**config.mk**
```make
export PLATFORM = sky130hd
export DESIGN_NAME = subset_sum_counter
export DESIGN_NICKNAME = d
export VERILOG_FILES = /design/src/rtl/ssc_pkg.sv /design/src/rtl/subset_sum_counter.sv /design/src/rtl/ssc_elem_store.sv /design/src/rtl/ssc_accum.sv /design/src/rtl/ssc_walk_ctrl.sv
export SDC_FILE = /design/constraint.sdc
export NUM_CORES = 1
export LEC_CHECK = 0
export ABC_AREA = 0
export BUFFER_PORTS_ARGS = -buffer_cell sky130_fd_sc_hd__buf_2
export CAP_MARGIN = 0
export CORE_MARGIN = 8
export CORE_UTILIZATION = 30
export DETAILED_ROUTE_END_ITERATION = 10
export PLACE_DENSITY = 0.5
export SLEW_MARGIN = 10
export SYNTH_ARGS = -nofsm -noshare
export SYNTH_HDL_FRONTEND = slang
export SYNTH_SLANG_ARGS = --single-unit
```
**constraint.sdc**
```tcl
create_clock -name clk -period 13.04 [get_ports clk]
set_clock_uncertainty 0.2 [all_clocks]
set_input_delay 1.304 -clock clk [delete_from_list [all_inputs] [get_ports clk]]
set_output_delay 1.304 -clock clk [all_outputs]
set_load 0.03 [all_outputs]
```
**src/rtl/ssc_pkg.sv**
```systemverilog
// Shared constants, types and state codes of the subset sum counter.
package ssc_pkg;

  // Sizes of the element list and of the arithmetic.
  localparam int MAX_ITEMS = 16;
  localparam int ELEM_W    = 16;
  localparam int SUM_W     = 21;
  localparam int MATCH_W   = 17;
  localparam int CNT_W     = $clog2(MAX_ITEMS + 1);
  localparam int IDX_W     = (MAX_ITEMS > 1) ? $clog2(MAX_ITEMS) : 1;
  localparam int WALK_W    = MAX_ITEMS + 1;

  // Sequencer states.
  typedef enum logic [1:0] {
    ST_IDLE,
    ST_WALK,
    ST_DONE
  } ssc_state_t;

  // Controls from the sequencer to the shared adder.
  typedef struct packed {
    logic clear;
    logic op_valid;
    logic op_sub;
  } walk_ctl_t;

endpackage

```
**src/rtl/subset_sum_counter.sv**
```systemverilog
// Top level of the subset sum counter.
//
//   channel   ports                                  handshake
//   -------   ------------------------------------   -------------------------
//   input     element_value, last_element            start high, busy low
//   result    match_total, too_many_elements         done strobe, one cycle
//   config    target_sum                             target_sum_we
//
// A non-final element is taken and the block stays ready.
// The final element starts the walk of all 2^n subsets, where n is the number of
// stored elements; busy stays high and the shared adder does one step per subset.
// done rises in the last busy cycle. The receiver cannot stall the result.
// Synchronous reset clears the sequencer, the counts and target_sum to zero.
module subset_sum_counter
  import ssc_pkg::*;
(
  input  logic                     clk,
  input  logic                     rst,
  input  logic                     start,
  output logic                     busy,
  input  logic signed [ELEM_W-1:0] element_value,
  input  logic                     last_element,
  output logic                     done,
  output logic [MATCH_W-1:0]       match_total,
  output logic                     too_many_elements,
  input  logic                     target_sum_we,
  input  logic signed [SUM_W-1:0]  target_sum
);

  logic signed [SUM_W-1:0]  target;
  logic                     sum_pending;
  logic                     store_we;
  logic [IDX_W-1:0]         store_waddr;
  logic [MAX_ITEMS-1:0]     op_sel;
  logic signed [ELEM_W-1:0] operand;
  walk_ctl_t                ctl;

  // Target register.
  always_ff @(posedge clk) begin
    if (rst) begin
      target <= '0;
    end else if (target_sum_we) begin
      target <= target_sum;
    end
  end

  ssc_walk_ctrl u_ctrl (
    .clk          (clk),
    .rst          (rst),
    .start        (start),
    .last_element (last_element),
    .sum_pending  (sum_pending),
    .busy         (busy),
    .done         (done),
    .overflow     (too_many_elements),
    .store_we     (store_we),
    .store_waddr  (store_waddr),
    .op_sel       (op_sel),
    .ctl          (ctl)
  );

  ssc_elem_store u_store (
    .clk   (clk),
    .we    (store_we),
    .waddr (store_waddr),
    .wdata (element_value),
    .rsel  (op_sel),
    .rdata (operand)
  );

  ssc_accum u_accum (
    .clk         (clk),
    .rst         (rst),
    .ctl         (ctl),
    .operand     (operand),
    .target      (target),
    .sum_pending (sum_pending),
    .match_total (match_total)
  );

endmodule

```
**src/rtl/ssc_elem_store.sv**
```systemverilog
// Element register file with one write port and a one-hot selected read.
module ssc_elem_store
  import ssc_pkg::*;
(
  input  logic                     clk,
  input  logic                     we,
  input  logic [IDX_W-1:0]         waddr,
  input  logic signed [ELEM_W-1:0] wdata,
  input  logic [MAX_ITEMS-1:0]     rsel,
  output logic signed [ELEM_W-1:0] rdata
);

  logic signed [ELEM_W-1:0] mem [MAX_ITEMS];

  // Write the addressed entry.
  always_ff @(posedge clk) begin
    for (int i = 0; i < MAX_ITEMS; i++) begin
      if (we && (waddr == IDX_W'(i))) begin
        mem[i] <= wdata;
      end
    end
  end

  // The select is one-hot, so an AND-OR mux picks the entry.
  always_comb begin
    rdata = '0;
    for (int i = 0; i < MAX_ITEMS; i++) begin
      if (rsel[i]) begin
        rdata = rdata | mem[i];
      end
    end
  end

endmodule

```
**src/rtl/ssc_accum.sv**
```systemverilog
// Shared add/subtract unit, running subset sum, target compare and match counter.
module ssc_accum
  import ssc_pkg::*;
(
  input  logic                     clk,
  input  logic                     rst,
  input  walk_ctl_t                ctl,
  input  logic signed [ELEM_W-1:0] operand,
  input  logic signed [SUM_W-1:0]  target,
  output logic                     sum_pending,
  output logic [MATCH_W-1:0]       match_total
);

  logic signed [SUM_W-1:0] sum;
  logic signed [SUM_W-1:0] sum_next;
  logic signed [SUM_W-1:0] operand_ext;
  logic                    sum_valid;
  logic [MATCH_W-1:0]      hit_count;

  // Sign-extend the element and add or subtract it.
  assign operand_ext = {{(SUM_W - ELEM_W){operand[ELEM_W-1]}}, operand};
  assign sum_next    = ctl.op_sub ? (sum - operand_ext) : (sum + operand_ext);

  // Running sum; a fresh walk starts from the empty subset.
  always_ff @(posedge clk) begin
    if (rst) begin
      sum_valid <= 1'b0;
    end else if (ctl.clear) begin
      sum       <= '0;
      sum_valid <= 1'b1;
    end else begin
      sum_valid <= ctl.op_valid;
      if (ctl.op_valid) begin
        sum <= sum_next;
      end
    end
  end

  // Count each subset sum that hits the target, saturating at full scale.
  always_ff @(posedge clk) begin
    if (rst) begin
      hit_count <= '0;
    end else if (ctl.clear) begin
      hit_count <= '0;
    end else if (sum_valid && (sum == target) && (hit_count != {MATCH_W{1'b1}})) begin
      hit_count <= hit_count + MATCH_W'(1);
    end
  end

  assign sum_pending = sum_valid;
  assign match_total = hit_count;

endmodule

```
**src/rtl/ssc_walk_ctrl.sv**
```systemverilog
// Sequencer: loads elements and walks all subsets in Gray-code order.
module ssc_walk_ctrl
  import ssc_pkg::*;
(
  input  logic                 clk,
  input  logic                 rst,
  input  logic                 start,
  input  logic                 last_element,
  input  logic                 sum_pending,
  output logic                 busy,
  output logic                 done,
  output logic                 overflow,
  output logic                 store_we,
  output logic [IDX_W-1:0]     store_waddr,
  output logic [MAX_ITEMS-1:0] op_sel,
  output walk_ctl_t            ctl
);

  ssc_state_t           state;
  ssc_state_t           state_next;
  logic [CNT_W-1:0]     count;
  logic [WALK_W-1:0]    k;
  logic [WALK_W-1:0]    limit;
  logic [MAX_ITEMS-1:0] gray;
  logic [MAX_ITEMS-1:0] gray_next;
  logic [MAX_ITEMS-1:0] flip;
  logic                 op_valid;
  logic                 op_sub;
  logic                 accept;
  logic                 room;
  logic                 issue;

  // The walk visits 2^n subsets; the lowest set bit of k picks the element to flip.
  assign limit     = WALK_W'(1) << count;
  assign flip      = k[MAX_ITEMS-1:0] & ~(k[MAX_ITEMS-1:0] - MAX_ITEMS'(1));
  assign gray_next = gray ^ flip;
  assign room      = (count < CNT_W'(MAX_ITEMS));
  assign issue     = (state == ST_WALK) && (k != limit);

  // State register.
  always_ff @(posedge clk) begin
    if (rst) begin
      state <= ST_IDLE;
    end else begin
      state <= state_next;
    end
  end

  // Next state and handshake outputs.
  always_comb begin
    state_next = state;
    busy       = (state != ST_IDLE);
    done       = 1'b0;
    accept     = 1'b0;
    unique case (state)
      ST_IDLE: begin
        accept = start;
        if (start && last_element) begin
          state_next = ST_WALK;
        end
      end
      ST_WALK: begin
        if ((k == limit) && !op_valid && !sum_pending) begin
          state_next = ST_DONE;
        end
      end
      ST_DONE: begin
        done       = 1'b1;
        state_next = ST_IDLE;
      end
      default: begin
        state_next = ST_IDLE;
      end
    endcase
  end

  // Element count, overflow flag, walk counter and the issued step.
  always_ff @(posedge clk) begin
    if (rst) begin
      count    <= '0;
      overflow <= 1'b0;
      op_valid <= 1'b0;
    end else begin
      op_valid <= 1'b0;
      if (accept) begin
        if (room) begin
          count <= count + CNT_W'(1);
        end else begin
          overflow <= 1'b1;
        end
        if (last_element) begin
          k    <= WALK_W'(1);
          gray <= '0;
        end
      end
      if (issue) begin
        k        <= k + WALK_W'(1);
        gray     <= gray_next;
        op_sel   <= flip;
        op_sub   <= ~|(gray_next & flip);
        op_valid <= 1'b1;
      end
      if (state == ST_DONE) begin
        count    <= '0;
        overflow <= 1'b0;
      end
    end
  end

  assign store_we     = accept && room;
  assign store_waddr  = count[IDX_W-1:0];
  assign ctl.clear    = accept && last_element;
  assign ctl.op_valid = op_valid;
  assign ctl.op_sub   = op_sub;

endmodule

```
==> results of run 1 <==
==> registers in the layout, summed over array words and instances, names as in the netlist, 2 cells and up <==
signal	count
u_ctrl.count	5
u_store.mem	256
u_ctrl.op_sel	16
u_accum.sum	21
target	21
u_ctrl.state	2
u_ctrl.gray	16
u_accum.match_total	17
u_ctrl.k	17
==> routing by layer <==
layer | GRT usage (%) | share of wire (%) | up-vias
met1 | 17.8 | 44 | 5042
met3 | 2.42 | 5.0 | 74
met5 | 0 | 0 | -
met2 | 22.4 | 48 | 241
met4 | 4.15 | 2.6 | 0
li1 | - | - | 4688
==> worst max-delay path, cell delays in order, from the launching register on <==
cell and delay [ps]:
edfxtp_1 770, a22o_1 350, a221oi_1 210, nand3_1 120, nor2_1 460, nand4_1 270
nor3_2 400, a31oi_1 150, xor2_1 180, ha_1 360, a21o_1 230, a2111oi_0 310
nor3_1 120, a21oi_1 190, o21ai_0 150, o41a_1 330, xnor3_1 200, nor2_1 40
==> final cells by class <==
type,count,area [sq um],area share [%]
Clock buffer,54,1140,6.11
Clock inverter,19,145,0.778
Inverter,33,124,0.664
Multi-Input combinational cell,711,5090,27.3
Sequential cell,375,10800,57.8
Tap cell,696,871,4.67
Timing Repair Buffer,88,508,2.72
==> placed cells by master, fill, tap and decap left out, drive strengths merged, types with 17 or more instances in the layout <==
master	n
nor2	150
a221oi	56
ha	48
nand3	28
nand2	37
inv	35
and4	17
o21ai	18
xnor2	21
xor2	58
a21oi	22
a22o	56
buf	88
edfxtp	327
nor3	21
clkbuf	54
mux2i	24
dfxtp	48
==> synthesized netlist by cell type, drive strengths merged, types with 12 or more instances <==
cell      n  share of area (%)
edfxtp  327                 60
nor2    150                3.4
xor2     58                3.1
a221oi   56                3.1
a22o     56                3.1
dfxtp    48                5.9
ha       48                3.7
buf      47                1.9
nand2    37               0.85
inv      33               0.76
nand3    28               0.99
clkbuf   24               0.55
mux2i    24                1.5
a21oi    22               0.67
nor3     21               0.74
xnor2    21                1.1
o21ai    18               0.55
and4     17               0.94
a22oi    16               0.73
and3     16               0.61
a21o     12               0.62
nor4     12               0.46
==> per-stage QoR <==
step           instance area, sq um  cells  utilization, %  power [mW]
3_3_place_gp                  17400   1903            32.3        1.54
2_1_floorplan                 16300   1190               -        1.48
6_report                      18700   1976            34.7        2.63
5_1_grt                       18700   1976            34.7        2.72
3_5_place_dp                  17400   1903            32.3        1.54
4_1_cts                       18700   1976            34.7        2.66
==> kinds of logic (layout without fill, tap and decap cells) <==
kind of cell	after synthesis	in the layout
AO/OA/AOI/OAI	223	223
multiplexers	24	24
adder cells (fa/ha/maj)	49	49
flip-flops	375	375
AND/OR/NAND/NOR	335	335
XOR/XNOR	80	80
buffers and inverters	104	194
==> power groups by stage <==
stage               logic [mW]  registers (mW)  clock network, mW
CTS                      0.151            1.36               1.15
floorplan                0.108            1.37                  0
detailed placement       0.150            1.39                  0
finish                   0.148            1.36               1.12
global placement         0.149            1.39                  0
global route             0.167            1.37               1.19
==> how the worst min path moves through the flow <==
stage                                      to            start  slack (ps)
after floorplan           u_accum.sum_pending  u_ctrl.op_valid         280
after global placement        u_ctrl.overflow  u_ctrl.overflow         260
after detailed placement      u_ctrl.overflow  u_ctrl.overflow         260
after CTS                     u_ctrl.overflow  u_ctrl.overflow         270
after global routing          u_ctrl.overflow  u_ctrl.overflow         310
final                         u_ctrl.overflow  u_ctrl.overflow         270
==> results.tsv, run 1 <==
stage	metric	value	unit
floorplan	Die Wd	249	microns
floorplan	std cell rows	85	
logic_synthesis	Net Count, Synth	1281	
place	hpwl dp	26.2	mm
timing	final period utilization	40.9	%
flow_run	# Max-Cap Violations	0	
place	GP Congestion	0.816	
logic_synthesis	Synth Area in Adders	3.80	%
logic_synthesis	Synth Warn #	0	
run_status	status	finished, final reports clean	
global_routing	pin count of the biggest net entering global routing	34	
global_routing	initial antenna violation count	1	
logic_synthesis	synthesized area per cell	13.7	sq um
clock_tree	Num CTS Buffers	42	
floorplan	Die H	249	microns
logic_synthesis	largest family of logic cells by synthesized area	compound AO/OA/AOI/OAI gates	
hold_path	hold path depth	2	
floorplan	core box area	53800	sq um
timing	Slew Limit Fails	0	
logic_synthesis	post-synthesis mux area share	1.47	%
global_routing	GRT Overall Usage	13.5	%
power_and_ir_drop	Sw Pwr	0.596	mW
logic_synthesis	flops & latches, synth	375	
timing	final setup margin	7700	ps
clock_tree	CTS sink count	375	
detailed_routing	DRT antenna net count	0	
power_and_ir_drop	Clock Power Share	42.5	%
logic_synthesis	Post-Syn Instances	1190	
worst_setup_path	R2R depth	17	
power_and_ir_drop	P_leak	6.69	nW
logic_synthesis	Post-synth EDFFs	327	
logic_synthesis	fraction of registers with async set or reset after synthesis	0	%
detailed_routing	DRT iter0 DRCs	771	
power_and_ir_drop	Max VDD drop	0.0770	mV
clock_tree	post-CTS setup buffers	0	
worst_setup_path	Critical Path AT	5420	ps
hold_path	min-delay worst type	flop to flop	
timing	Rel. slew slack	23.1	%
global_routing	grt ovf	0	
timing	Max Clock Freq	187	MHz
timing	RSZ-0062 raised after global routing	false	
timing	Tightest Pin Transition	1150	ps
power_and_ir_drop	Internal	2.03	mW
logic_synthesis	Synth Area in XOR/XNOR	4.37	%
cells_and_area	Final nets	1342	
clock_tree	clk_lat worst skew	570	ps
clock_tree	CTS hold repair buffers	0	
worst_setup_path	FF-to-FF Start	u_ctrl.op_sel[12]	
worst_setup_path	crit start category	flop	
cells_and_area	layout cells sized above 1	14.8	%
floorplan	die area	62200	sq um
place	post-place setup slack	7790	ps
logic_synthesis	post-synthesis simple-gate area fraction	10.5	%
worst_setup_path	CP required	13120	ps
detailed_routing	Vias/cell	5.08	
timing	TNS Setup	0	ps
timing	Hold WS	268	ps
detailed_routing	drt first pass iters	5	
timing	final hold violation count	0	
place	port bufs	61	
clock_tree	CTS tree	built	
detailed_routing	wire per inst	21.7	microns
worst_setup_path	Setup crit end kind	flop	
cells_and_area	P&R area growth vs syn	14.2	%
timing	setup violators final	0	
global_routing	vias in the first global route	10164	
floorplan	IO Pins	62	
logic_synthesis	distinct cell type count after synthesis	69	
cells_and_area	Fill cells	5218	
worst_setup_path	Critical R2R Capture	u_accum.sum[20]	
power_and_ir_drop	pwr/cell area	141	nW/um^2
worst_setup_path	Crit Path Max Fanout	16	
power_and_ir_drop	Reg power frac	51.9	%
clock_tree	Post-CTS Resized	0	
timing	min cycle time layout	5340	ps
global_routing	first-pass GRT wire length	64.7	mm
worst_setup_path	crit path kind	flop to flop	
worst_setup_path	Crit. Startpoint	u_ctrl.op_sel[12]	
worst_setup_path	R2R Setup Slk	7700	ps
logic_synthesis	Compound-Gate Fraction of Synth Area	10.7	%
logic_synthesis	Netlist Area Pre-Place	16300	sq um
floorplan	initial core utilization	30.4	%
detailed_routing	Routed WL	42.9	mm
logic_synthesis	ys flop type	edfxtp_1	
detailed_routing	Remaining DRCs	0	
clock_tree	CTS H-tree lvls	2	
power_and_ir_drop	combinational fraction of design power	5.6	%
cells_and_area	antenna fix cells	0	
clock_tree	Root Buffer	clkbuf_16	
clock_tree	Max Root-Sink Buffers	3	
clock_tree	Reg clk slew, reported paths	60	ps
worst_setup_path	Worst Setup EP	u_accum.sum[20]	
power_and_ir_drop	Sw Share	22.7	%
logic_synthesis	post-synthesis sequential area ratio	65.9	%
detailed_routing	via count	10045	
Note: power is estimated with default switching activity, not from simulation.
==> run 2, diff against run 1 <==
--- a/config.mk
+++ b/config.mk
@@ -11,7 +11,7 @@
 export CORE_MARGIN = 8
 export CORE_UTILIZATION = 30
 export DETAILED_ROUTE_END_ITERATION = 10
-export PLACE_DENSITY = 0.5
+export PLACE_DENSITY = 0.51
 export SLEW_MARGIN = 10
 export SYNTH_ARGS = -nofsm -noshare
 export SYNTH_HDL_FRONTEND = slang
==> constraint.sdc (replaced) <==
create_clock -name clk -period 4.6 [get_ports clk]
set_clock_uncertainty 0.2 [all_clocks]
set_input_delay 0.46 -clock clk [delete_from_list [all_inputs] [get_ports clk]]
set_output_delay 0.46 -clock clk [all_outputs]
set_load 0.03 [all_outputs]
==> results.tsv, run 2 (synthesized netlist as in run 1, its figures left out) <==
stage	metric	value	unit	change
detailed_routing	via count	10562		was 10045
clock_tree	CTS sink count	375		unchanged
cells_and_area	Seq. cell area	10800	sq um	unchanged
global_routing	first-pass GRT wire length	67.9	mm	was 64.7 mm
clock_tree	Max Root-Sink Buffers	3		unchanged
floorplan	Die Wd	249	microns	unchanged
place	DP Cell Count	1980		was 1903
floorplan	initial core utilization	30.4	%	unchanged
worst_setup_path	crit start category	flop		unchanged
place	GP Congestion	0.804		was 0.816
place	hpwl dp	28.8	mm	was 26.2 mm
timing	final period utilization	96.7	%	was 40.9%
worst_setup_path	R2R depth	17		unchanged
worst_setup_path	sequence of cells on the critical path	a22o_1 -> a221oi_2 -> and4_4 -> nand4_1 -> buf_4 -> inv_1 -> a21oi_1 -> xor2_1 -> ha_2 -> or3_1 -> o211a_1 -> o211ai_1 -> nand2_1 -> a211oi_2 -> buf_4 -> a2111oi_0 -> o21bai_1		was a22o_1 -> a221oi_1 -> nand3_1 -> nor2_1 -> nand4_1 -> nor3_2 -> a31oi_1 -> xor2_1 -> ha_1 -> a21o_1 -> a2111oi_0 -> nor3_1 -> a21oi_1 -> o21ai_0 -> o41a_1 -> xnor3_1 -> nor2_1
floorplan	Die H	249	microns	unchanged
worst_setup_path	Worst path depth	17		unchanged
worst_setup_path	crit-path max cell delay	550	ps	was 770 ps
cells_and_area	multi-input logic area	5230	sq um	was 5090 sq um
worst_setup_path	cell mode on critical path	buf_4		was nor2_1
timing	min cycle time layout	4450	ps	was 5340 ps
timing	Slew Limit Fails	0		unchanged
worst_setup_path	Crit path buffers/inverters	3		was 0
global_routing	grt ovf	0		unchanged
worst_setup_path	Critical Path AT	4570	ps	was 5420 ps
clock_tree	Root Buffer	clkbuf_16		unchanged
hold_path	min-delay worst type	input pin to flop		was flop to flop
floorplan	core box area	53800	sq um	unchanged
place	port bufs	61		unchanged
floorplan	IO Pins	62		unchanged
power_and_ir_drop	Max VDD drop	0.228	mV	was 0.0770 mV
cells_and_area	P&R area growth vs syn	21.0	%	was 14.2%
timing	setup violators final	0		unchanged
cells_and_area	Fill cells	5196		was 5218
timing	Rel. slew slack	15.7	%	was 23.1%
power_and_ir_drop	pwr/cell area	391	nW/um^2	was 141 nW/um^2
worst_setup_path	Crit Path Max Fanout	5		was 16
timing	final hold violation count	0		unchanged
cells_and_area	layout cells sized above 1	21.1	%	was 14.8%
cells_and_area	max FFs per register	256		unchanged
cells_and_area	Final nets	1444		was 1342
clock_tree	Reg clk slew, reported paths	60	ps	about the same
timing	RSZ-0062 raised after global routing	true		was false
global_routing	pin count of the biggest net entering global routing	34		unchanged
detailed_routing	Routed WL	44.9	mm	was 42.9 mm
clock_tree	Num CTS Buffers	43		was 42
detailed_routing	DRT antenna net count	0		unchanged
cells_and_area	Final Cell Area	19800	sq um	was 18700 sq um
worst_setup_path	cell family with most CP delay	compound AO/OA/AOI/OAI gates		unchanged
global_routing	initial antenna violation count	2		was 1
worst_setup_path	crit path kind	flop to flop		unchanged
cells_and_area	most common cell after layout, fill and taps aside	edfxtp_1		unchanged
cells_and_area	Top reg by flops	u_store.mem		unchanged
detailed_routing	drt first pass iters	5		unchanged
cells_and_area	Final Core Density	36.8	%	was 34.7%
clock_tree	CTS tree	built		unchanged
floorplan	die area	62200	sq um	unchanged
global_routing	vias in the first global route	10691		was 10164
worst_setup_path	CP required	4720	ps	was 13120 ps
timing	Tightest Pin Transition	1260	ps	was 1150 ps
power_and_ir_drop	P_leak	7.27	nW	was 6.69 nW
detailed_routing	Vias/cell	5.07		was 5.08
worst_setup_path	CP max stage cell	edfxtp_1		unchanged
place	Placed Area	18000	sq um	was 17400 sq um
cells_and_area	most frequent cells in the layout	327 x edfxtp_1, 136 x nor2_1, 98 x buf_4		was 327 x edfxtp_1, 138 x nor2_1, 61 x buf_2
run_status	status	finished, final reports clean		unchanged
flow_run	# Max-Cap Violations	0		unchanged
cells_and_area	biggest regs	u_store.mem: 256 flops, target: 21 flops, u_accum.sum: 21 flops		unchanged
detailed_routing	Remaining DRCs	0		unchanged
floorplan	std cell rows	85		unchanged
cells_and_area	Post-Layout Cell Count	2082		was 1976
global_routing	GRT Overall Usage	14.2	%	was 13.5%
worst_setup_path	Setup crit end kind	flop		unchanged
detailed_routing	wire per inst	21.5	microns	was 21.7 microns
detailed_routing	DRT iter0 DRCs	860		was 771
hold_path	hold path depth	1		was 2
clock_tree	clk_lat worst skew	580	ps	was 570 ps
clock_tree	CTS H-tree lvls	2		unchanged
timing	Max Clock Freq	225	MHz	was 187 MHz
==> run 2: changes by cell type in the layout (fill, tap and decap cells not counted), moves of 3 or more <==
cell	previous run	this run
a221oi_1	54	46
a221oi_2	2	10
and4_1	15	8
and4_2	0	5
buf_12	0	6
buf_4	27	98
bufinv_16	1	4
clkbuf_1	7	14
clkbuf_8	4	0
clkinv_2	8	5
dlygate4sd3_1	0	22
==> run 2: what timing repair did <==
action                     CTS  global route
hold endpoints to repair    22             0
setup endpoints to repair    1             6
buffers inserted             0             2
hold buffers                22             0
resized for setup            4            31
pin swaps                    0            14
==> run 2: worst paths after layout <==
path,from,to,slack (ps)
worst max-delay path,u_ctrl.op_sel[8],u_accum.sum[19],150
worst min-delay path,element_value[9],u_store.mem[1][89],60
worst max register to register,u_ctrl.op_sel[8],u_accum.sum[19],150
worst min register to register,u_accum.match_total[11],u_accum.match_total[11],310
==> run 2: layout make-up <==
type                            count  area share [%]
Sequential cell                   375            54.5
Clock buffer                       57            5.71
Multi-Input combinational cell    711            26.4
Antenna cell                        1          0.0127
Clock inverter                     20            1.21
Tap cell                          696            4.40
Timing Repair Buffer              189            7.10
Inverter                           33           0.626
==> run 2: per-layer routing <==
layer  routed length [microns]  GRT usage (%)
met5                        13              0
met4                       937           3.86
met3                      2430           2.67
met2                     21800           23.8
met1                     19700           18.6
==> run 2: metrics by stage <==
| step | setup WS, ps | hold WS [ps] | power [mW] | setup TNS, ps |
|---|---|---|---|---|
| after floorplan | 289 | 276 | 4.20 | 0 |
| after global routing | -33.5 | 49.3 | 8.01 | -33.5 |
| after CTS | 1.69 | 31.7 | 7.82 | 0 |
| final | 150 | 59.5 | 7.74 | 0 |
| after global placement | -57.4 | 281 | 4.40 | -57.4 |
| after detailed placement | -0.145 | 305 | 4.41 | -0.145 |
==> run 2: where the power goes <==
part | internal [mW] | total (mW) | switching (mW)
Clock | 1.97 | 3.38 | 1.41
Combinational | 0.209 | 0.505 | 0.296
Sequential | 3.79 | 3.85 | 0.0618
Total | 5.97 | 7.74 | 1.76
==> run 3, diff against run 2 <==
--- a/config.mk
+++ b/config.mk
@@ -8,7 +8,6 @@
 export ABC_AREA = 0
 export BUFFER_PORTS_ARGS = -buffer_cell sky130_fd_sc_hd__buf_2
 export CAP_MARGIN = 0
-export CORE_MARGIN = 8
 export CORE_UTILIZATION = 30
 export DETAILED_ROUTE_END_ITERATION = 10
 export PLACE_DENSITY = 0.51
==> results.tsv, run 3 (synthesized netlist as in run 1, its figures left out) <==
stage	metric	value	unit	change
clock_tree	Max Root-Sink Buffers	3		unchanged
timing	final hold violation count	0		unchanged
flow_run	# Max-Cap Violations	0		unchanged
clock_tree	Reg clk slew, reported paths	60	ps	about the same
run_status	status	finished, final reports clean		unchanged
clock_tree	Num CTS Buffers	42		was 43
detailed_routing	DRT antenna net count	0		unchanged
timing	min cycle time layout	4430	ps	was 4450 ps
clock_tree	CTS H-tree lvls	2		unchanged
floorplan	core box area	53800	sq um	unchanged
cells_and_area	layout cells sized above 1	23.0	%	was 21.1%
detailed_routing	drt first pass iters	5		unchanged
cells_and_area	Final nets	1464		was 1444
cells_and_area	max FFs per register	256		unchanged
floorplan	initial core utilization	30.4	%	unchanged
timing	final period utilization	96.3	%	was 96.7%
clock_tree	CTS tree	built		unchanged
floorplan	Die H	235	microns	was 249 microns
worst_setup_path	CP required	4690	ps	was 4720 ps
worst_setup_path	Critical Path AT	4520	ps	was 4570 ps
cells_and_area	P&R area growth vs syn	22.1	%	was 21.0%
global_routing	pin count of the biggest net entering global routing	34		unchanged
detailed_routing	via count	10635		was 10562
hold_path	min-delay worst type	input pin to flop		unchanged
timing	Rel. slew slack	15.1	%	was 15.7%
place	GP Congestion	0.854		was 0.804
worst_setup_path	Setup crit end kind	flop		unchanged
floorplan	die area	55400	sq um	was 62200 sq um
worst_setup_path	crit-path max cell delay	490	ps	was 550 ps
cells_and_area	most frequent cells in the layout	327 x edfxtp_1, 136 x nor2_1, 117 x buf_4		was 327 x edfxtp_1, 136 x nor2_1, 98 x buf_4
clock_tree	CTS sink count	375		unchanged
worst_setup_path	CP max stage cell	edfxtp_1		unchanged
cells_and_area	biggest regs	u_store.mem: 256 flops, target: 21 flops, u_accum.sum: 21 flops		unchanged
detailed_routing	Routed WL	45.0	mm	was 44.9 mm
power_and_ir_drop	P_leak	7.35	nW	was 7.27 nW
power_and_ir_drop	pwr/cell area	377	nW/um^2	was 391 nW/um^2
place	hpwl dp	28.8	mm	about the same
detailed_routing	Remaining DRCs	0		unchanged
timing	Max Clock Freq	226	MHz	was 225 MHz
global_routing	vias in the first global route	10656		was 10691
worst_setup_path	crit start category	flop		unchanged
cells_and_area	most common cell after layout, fill and taps aside	edfxtp_1		unchanged
cells_and_area	Top reg by flops	u_store.mem		unchanged
place	port bufs	61		unchanged
clock_tree	clk_lat worst skew	600	ps	was 580 ps
detailed_routing	DRT iter0 DRCs	828		was 860
global_routing	initial antenna violation count	1		was 2
worst_setup_path	Crit Path Max Fanout	8		was 5
global_routing	first-pass GRT wire length	67.3	mm	was 67.9 mm
cells_and_area	antenna fix cells	0		was 1
power_and_ir_drop	total power draw	7.52	mW	was 7.74 mW
worst_setup_path	sequence of cells on the critical path	buf_6 -> a22o_1 -> a221oi_2 -> and4_4 -> nand4_4 -> buf_4 -> nor3_4 -> a21oi_1 -> xor2_1 -> ha_2 -> a21o_1 -> buf_4 -> a211oi_4 -> nor3_2 -> a21oi_2 -> o21ai_2 -> o41a_1 -> xnor3_1 -> nor2_1		was a22o_1 -> a221oi_2 -> and4_4 -> nand4_1 -> buf_4 -> inv_1 -> a21oi_1 -> xor2_1 -> ha_2 -> or3_1 -> o211a_1 -> o211ai_1 -> nand2_1 -> a211oi_2 -> buf_4 -> a2111oi_0 -> o21bai_1
timing	setup violators final	0		unchanged
timing	Tightest Pin Transition	1270	ps	was 1260 ps
worst_setup_path	crit path kind	flop to flop		unchanged
worst_setup_path	cell mode on critical path	buf_4		unchanged
power_and_ir_drop	Max VDD drop	0.227	mV	was 0.228 mV
detailed_routing	Vias/cell	5.07		about the same
floorplan	std cell rows	85		unchanged
place	post-place setup slack	-155	ps	was -0.145 ps
timing	Slew Limit Fails	0		unchanged
detailed_routing	wire per inst	21.4	microns	was 21.5 microns
floorplan	IO Pins	62		unchanged
global_routing	grt ovf	0		unchanged
timing	final setup margin	172	ps	was 150 ps
floorplan	Die Wd	235	microns	was 249 microns
global_routing	GRT Overall Usage	16.3	%	was 14.2%
cells_and_area	Final Core Density	37.1	%	was 36.8%
clock_tree	Root Buffer	clkbuf_16		unchanged
==> run 3: where the power goes <==
group | internal [mW] | switching (mW)
sequential | 3.79 | 0.0618
combinational | 0.219 | 0.303
clock | 1.76 | 1.38
total | 5.78 | 1.75
==> run 3: layout make-up <==
cell class	instances	area, sq um
sequential	375	10800
inverter	33	124
fill	5143	33800
multi-input combinational	711	5340
clock buffer	57	1150
clock inverter	17	130
timing repair buffer	210	1580
tap	696	871
==> run 3: critical path, delay by kind of cell (launching register included) <==
| kind | cells | cell delay [ps] |
|---|---|---|
| adders and majority gates | 1 | 180 |
| buffers and inverters | 3 | 550 |
| DFF | 1 | 490 |
| and+or+nand+nor | 5 | 800 |
| AOI/OAI and AO/OA | 8 | 1560 |
| xor gates and xnor gates | 2 | 350 |
==> run 3: metal layers <==
layer / share of wire (%) / up-vias / global-route usage, %
li1: - / 4932 / -
met1: 44 / 5397 / 21.4
met2: 49 / 241 / 27.3
met4: 2.3 / 2 / 5.33
met5: 0.040 / - / 0
met3: 4.8 / 63 / 2.49
==> run 3: repair_timing <==
item	in CTS	in global routing
resized for setup	11	48
endpoints found under the hold margin	22	0
setup buffers	1	10
pin swaps	1	20
hold buffers	22	0
setup endpoints to repair	2	8
==> run 3: final timing paths <==
| kind | startpoint | end | slack (ps) | cells past startpoint |
|---|---|---|---|---|
| worst max-delay path | u_ctrl.op_sel[10] | u_accum.sum[20] | 170 | 19 |
| worst min-delay path | element_value[6] | u_store.mem[1][22] | 50 | 1 |
| worst max register to register | u_ctrl.op_sel[10] | u_accum.sum[20] | 170 | 19 |
| worst min register to register | u_accum.match_total[11] | u_accum.match_total[11] | 310 | 2 |
==> run 3: per-stage QoR <==
step | setup TNS (ps) | hold slack [ps] | instances | area (sq um)
2_1_floorplan | 0 | 276 | 1190 | 16300
3_3_place_gp | -125 | 277 | 1992 | 18100
3_5_place_dp | -155 | 302 | 1992 | 18100
4_1_cts | 0 | 16.1 | 2089 | 19700
5_1_grt | -60.2 | 32.2 | 2099 | 20000
6_report | 0 | 47.1 | 2099 | 20000
